<file path="src/sv/arc_pkg.sv">
// Shared types and constants for the access rule table checker.
`timescale 1ns / 1ps

package arc_pkg;

    // Default table geometry.
    localparam int RULE_ENTRIES_DEF = 64;
    localparam int EXTRA_GROUPS_DEF = 4;

    // Number of supplementary group ports on the input channel.
    localparam int EXTRA_GROUP_PORTS = 4;

    // Item operation codes.
    localparam logic CMD_CHECK  = 1'b0;
    localparam logic CMD_INSERT = 1'b1;

    // Result status codes.
    localparam logic STATUS_OK   = 1'b0;
    localparam logic STATUS_FULL = 1'b1;

    // One stored rule, also used for the request under check.
    typedef struct packed {
        logic [63:0] uuid_high;
        logic [63:0] uuid_low;
        logic [31:0] command;
        logic [31:0] user;
        logic [31:0] group;
    } rule_t;

    // Token that walks the cell chain during a check.
    typedef struct packed {
        logic active;
        logic seen;
        logic allow;
    } token_t;

    // Control sequencer states.
    typedef enum logic [1:0] {
        ST_IDLE,
        ST_SCAN,
        ST_REPLY
    } state_t;

endpackage

</file>
<file path="src/sv/arc_rule_cell.sv">
// One rule cell: holds a stored rule and matches the passing check token against it.
`timescale 1ns / 1ps

module arc_rule_cell #(
    parameter int EXTRA_GROUPS = arc_pkg::EXTRA_GROUPS_DEF
) (
    input  logic                               aclk,
    input  logic                               aresetn,
    input  logic                               wr_en,
    input  arc_pkg::rule_t                     wr_rule,
    input  arc_pkg::rule_t                     q_rule,
    input  logic [EXTRA_GROUPS-1:0][31:0]      q_extra,
    input  logic [EXTRA_GROUPS-1:0]            q_extra_mask,
    input  arc_pkg::token_t                    tok_in,
    output arc_pkg::token_t                    tok_out
);

    logic            valid_reg;
    arc_pkg::rule_t  rule_reg;
    arc_pkg::token_t tok_reg;
    arc_pkg::token_t tok_next;
    logic            hit;
    logic            in_group;
    logic            grant;

    // The valid bit and the token register are the only stored state that reset clears.
    always_ff @(posedge aclk) begin
        if (!aresetn) begin
            valid_reg <= 1'b0;
        end else if (wr_en) begin
            valid_reg <= 1'b1;
        end
    end

    // Rule contents are loaded once when the cell is filled.
    always_ff @(posedge aclk) begin
        if (wr_en) begin
            rule_reg <= wr_rule;
        end
    end

    // Match the request against this rule and fold the outcome into the token.
    always_comb begin
        hit = valid_reg
            && (rule_reg.uuid_high == q_rule.uuid_high)
            && (rule_reg.uuid_low == q_rule.uuid_low)
            && (rule_reg.command == q_rule.command);
        in_group = (rule_reg.group == q_rule.group);
        for (int k = 0; k < EXTRA_GROUPS; k++) begin
            if (q_extra_mask[k] && (q_extra[k] == rule_reg.group)) begin
                in_group = 1'b1;
            end
        end
        grant = hit && ((rule_reg.user == q_rule.user) || in_group);

        tok_next.active = tok_in.active;
        tok_next.seen   = tok_in.active && (tok_in.seen || hit);
        tok_next.allow  = tok_in.active && (tok_in.allow || grant);
    end

    // Hand the token to the next cell.
    always_ff @(posedge aclk) begin
        if (!aresetn) begin
            tok_reg <= '0;
        end else begin
            tok_reg <= tok_next;
        end
    end

    assign tok_out = tok_reg;

endmodule

</file>
<file path="config.mk">
export PLATFORM = sky130hd
export DESIGN_NAME = arc_rule_cell
export DESIGN_NICKNAME = d
export VERILOG_FILES = /design/src/sv/arc_pkg.sv /design/src/sv/arc_rule_cell.sv
export SDC_FILE = /design/constraint.sdc
export NUM_CORES = 1
export LEC_CHECK = 0
export ABC_AREA = 1
export ABC_CLOCK_PERIOD_IN_PS = 2800
export BUFFER_PORTS_ARGS = -buffer_cell sky130_fd_sc_hd__buf_2
export CORE_AREA = 5 5 226 228
export CTS_CLUSTER_DIAMETER = 60
export DETAILED_ROUTE_END_ITERATION = 10
export DIE_AREA = 0 0 231 233
export GPL_TIMING_DRIVEN = 0
export SYNTH_ARGS = -nofsm -noshare
export SYNTH_HDL_FRONTEND = slang
export SYNTH_SLANG_ARGS = --single-unit
</file>
<file path="constraint.sdc">
create_clock -name aclk -period 2.8 [get_ports aclk]
set_clock_uncertainty 0.05 [all_clocks]
set_input_delay 0.42 -clock aclk [delete_from_list [all_inputs] [get_ports aclk]]
set_output_delay 0.42 -clock aclk [all_outputs]
set_load 0.01 [all_outputs]
</file>
# == After elaboration in Yosys (flattened, before gate mapping) ==
# Cells that the tools add are included.
# W data, S select, Z words.
# op_classes
eq_ne,9
n_mux,4
reduce_logical,13
# op_table
operator,n
$eq A32 B32 Y1,7
$eq A64 B64 Y1,2
$logic_and A1 B1 Y1,10
$mux W1,4
$logic_or A1 B1 Y1,3
# totals
input_bits,586
ff_bits,228

# == Longest topological paths before layout ==
# logic_depth
word_depth,10
depth_mapped,14
mapped_depth_nobuf,14

# == Least setup slack after synthesis ==
# No wires, ideal clock.
# synth_path
path_kind,input to register
from,input q_rule[208] (netlist bit)
to,register tok_reg (netlist bit tok_out[0])
setup_slack_ns,1.335
setup_ns,0.066
arrival_time_ns,1.349
cell_stages,11
path_cell_list,xnor2_1 -> nand2_1 -> nor2_1 -> nand2_1 -> nor2_1 -> nand2_1 -> nor2_1 -> nand2_1 -> nor2_8 -> nand2_1 -> a21oi_2
# synth_between
elab_chain_cells,7
# synth_lines
element,line,source
"start, declared",arc_rule_cell.sv:11,"input arc_pkg::rule_t q_rule,"
$eq A64 B64 Y1,arc_rule_cell.sv:45,&& (rule_reg.uuid_high == q_rule.uuid_high)
$logic_and A1 B1 Y1,arc_rule_cell.sv:45,
$logic_and A1 B1 Y1,arc_rule_cell.sv:46,&& (rule_reg.uuid_low == q_rule.uuid_low)
$logic_and A1 B1 Y1,arc_rule_cell.sv:47,&& (rule_reg.command == q_rule.command);
$logic_and A1 B1 Y1,arc_rule_cell.sv:54,grant = hit && ((rule_reg.user == q_rule.user) || in_group);
$logic_or A1 B1 Y1,arc_rule_cell.sv:58,tok_next.allow = tok_in.active && (tok_in.allow || grant);
$logic_and A1 B1 Y1,arc_rule_cell.sv:58,
"end signal, assigned",arc_rule_cell.sv:66,tok_reg <= tok_next;
"end, declared",arc_rule_cell.sv:20,arc_pkg::token_t tok_reg;
# No other way between the ends.
# A chain may end at the register's enable or synchronous reset.

# == Final worst setup path ==
# layout_path
from,register rule_reg[184] (netlist bit)
to,register tok_reg (netlist bit tok_out[0])
# layout_between
elab_chain_cells,7
# layout_lines
element,line,source
"start, declared",arc_rule_cell.sv:19,arc_pkg::rule_t rule_reg;
"start signal, assigned",arc_rule_cell.sv:38,rule_reg <= wr_rule;
$eq A64 B64 Y1,arc_rule_cell.sv:45,
$logic_and A1 B1 Y1,arc_rule_cell.sv:45,
$logic_and A1 B1 Y1,arc_rule_cell.sv:46,
$logic_and A1 B1 Y1,arc_rule_cell.sv:47,
$logic_and A1 B1 Y1,arc_rule_cell.sv:54,
$logic_or A1 B1 Y1,arc_rule_cell.sv:58,
$logic_and A1 B1 Y1,arc_rule_cell.sv:58,
# No other way between the ends.

==> results.md <==
* PwrDens at 530 mW/mm^2
* Layer with the highest usage: met2
* Syn_area_per_cell at 8.41 sq um
* GR Util met2 at 32.4%
* Flops & latches, synth at 228
* Wire length per cell at 16.2 microns
* RSZ-0062 raised after global routing: no
* Starting density of the core at 25.9%
* Hold Path Class: input port to flop
* Maximum vdd drop at 0.436 mV
* Design area at 0.0198 sq mm
* Data required, critical path at 3.23 ns
* Final cycle utilization of the critical path at 73.4%
* Fmax at 486 MHz
* DRT Wirelength at 48600 microns
* Setup_tns at 0 ns
* CTS sink count at 228
* Final core occ at 40.7%
* Share of cells above drive strength 1 at 29.5%
* Seq pwr share at 40.1%
* Post-Syn Area at 0.0126 sq mm
* Leak at 9.81 nW
* Critical path peak fanout at 2
* GR met1 Demand/Resource at 17.8%
* Sw frac at 26.8%
* Worst Tran Pin Value at 0.958 ns
* Synth top area share at 53.5%
* Largest net degree at the start of global routing at 121
* Synth cell types at 26
* Crit path DAT at 2.48 ns
* NumNets Final at 2930
* Worst R2R Path Depth at 11
* Maximum clock insertion buffer count at 3
* # Max-Cap Violations at 0
* Routed vias at 12.6k
* DRT antenna net count at 0
* Final hold vios at 0
* CP max stage delay at 0.40 ns
* Worst hold slack at 0.0552 ns
* Initial antenna violation count at 15
* Int Power at 7.68 mW
* Syn Inst Count at 1495
* GRT overflow at 0
* Yosys warns at 0
* Core Rows at 81
* DP Cell Count at 2706
* CP Class: flop to flop
* Switching pwr at 2.81 mW
* Cell taking the most area after synthesis: edfxtp_1
* Overall routing resource usage at 17.1%
* Setup ws final at 0.744 ns
* Seq/Total Area, Yosys at 54.1%
* CTS Buf Count at 37
* Nature of the critical path startpoint: flop
* Synthesized net count at 2081
* IO buf count at 588
* GP Congestion at 0.912
* Critical path capture point type: flop
* Final Max Slew Viols at 0
* Clk_lat worst skew at 0.55 ns
* Die Height at 233 microns
* Setup violators final at 0
* Status: complete, no violations
* Detailed-router iteration count before antenna repair at 5
* Core area at 0.0486 sq mm
* Worst-path clk slew at 0.06 ns
* Vias per cell at 4.19
* Finished Layout Cells at 2999
* HPWL Detailed at 37700 microns
* GR Layer Usage met3 at 5.53%
* H-tree levels at 2
* Largest cells by area after synthesis: edfxtp_1, nand2_1, inv_1
* First-pass GRT wire length at 71200 microns
* Clock Power Share at 43.6%
* Root buf cell: clkbuf_16
* Top Family by Delay on Critical Path: simple AND/OR/NAND/NOR gates
* Fin crit period at 2.06 ns
* Number of DRC markers in iteration 0 at 539
* Gate power share at 16.3%
* Hold path depth at 1
* Setup Buffers After CTS at 0
* Resized cells post-CTS at 0
* Crit path depth at 11
* Cells along the critical path: xnor2_1 > nand2_1 > nor2_1 > nand2_1 > nor2_1 > nand2_1 > nor2_1 > nand2_1 > nor2_8 > nand2_1 > a21oi_2
* Area after DPL at 0.0163 sq mm
* Rel. slew slack at 36.1%
* Width of the die at 231 microns
* Crit-path slowest cell: edfxtp_1
* Die footprint at 0.0538 sq mm
* I/O Pins at 589
* Vias in the first global route at 13.2k
* Pre-CTS setup slack at 0.406 ns
* DRC at 0
* Layout area overhead at 57.3%
* Max reg flops at 224
* Power consumption at 10.5 mW
* TritonCTS clock tree: done
* Critical path buffer and inverter count at 0
* Critical Path Most Common Cell: nand2_1
==> cells in the final DEF (no fill, tap or decap), types with 6 or more instances in the layout <==
cell	count
nand2_1	485
inv_2	24
dlygate4sd3_1	221
clkbuf_16	38
clkbuf_1	6
o21ai_0	31
or2_2	12
nor3_1	6
buf_2	600
inv_1	262
xor2_1	80
nor2_1	201
edfxtp_1	224
nand4_1	24
o21ai_1	11
o22ai_1	19
nand3_1	23
xnor2_1	60
==> metal layers <==
layer | vias up | part of all wire, % | wire (microns)
met4 | 16 | 3.3 | 1590
met5 | - | 0.18 | 88
met3 | 106 | 8.8 | 4260
met1 | 5592 | 36 | 17600
li1 | 6337 | - | -
met2 | 506 | 52 | 25100
==> cell families (layout without fill, tap and decap cells) <==
kind of cell	Yosys count	after routing	synth area share, %
buf+inv	300	1177	9.14
xor+xnor	140	140	9.75
flops	228	228	54.1
other cells	0	5	0
compound gates	70	70	3.14
simple gates	757	757	23.8
==> worst reg2reg max path, delay by kind of cell, from the launching register on <==
family | cells | cell delay (ns)
and+or+nand+nor | 9 | 1.19
DFF | 1 | 0.40
xor gates and xnor gates | 1 | 0.24
AOI/OAI and AO/OA | 1 | 0.12
==> power by group through the flow <==
stage	registers (mW)	clock network, mW	logic, mW
3_5_place_dp	4.27	0	1.45
6_report	4.21	4.58	1.71
3_3_place_gp	4.28	0	1.42
5_1_grt	4.23	4.86	1.90
2_1_floorplan	4.22	0	0.708
4_1_cts	4.20	4.72	1.70
==> path summary, 6_finish.rpt <==
kind	startpoint	endpoint	slack (ns)
max	rule_reg[184]$_DFFE_PP_	tok_out[0]$_SDFF_PN0_	0.74
min	wr_rule[6]	rule_reg[6]$_DFFE_PP_	0.06
max reg2reg	rule_reg[184]$_DFFE_PP_	tok_out[0]$_SDFF_PN0_	0.74
min reg2reg	valid_reg$_SDFFE_PN0P_	valid_reg$_SDFFE_PN0P_	0.53
==> area by class of cell <==
class,instances,area [sq um]
timing repair buffer,810,5190
fill,4785,28900
sequential,228,6810
antenna,5,12.5
tap,622,778
multi-input combinational,967,4620
clock inverter,23,245
buffer,14,76.3
clock buffer,44,973
inverter,286,1070
==> cell usage after synthesis, drive strengths merged <==
library cell	instances
a21boi	3
a21oi	3
buf	14
dfxtp	4
edfxtp	224
inv	286
nand2	485
nand3	23
nand3b	2
nand4	24
nor2	202
nor3	6
o2111ai	2
o21a	1
o21ai	42
o22ai	19
or2	15
xnor2	60
xor2	80
==> repair_timing <==
action | CTS | global route
endpoints found under the setup margin | 0 | 0
endpoints found under the hold margin | 221 | 0
hold buffers | 221 | 0
Power figures use the tool's default switching activity.
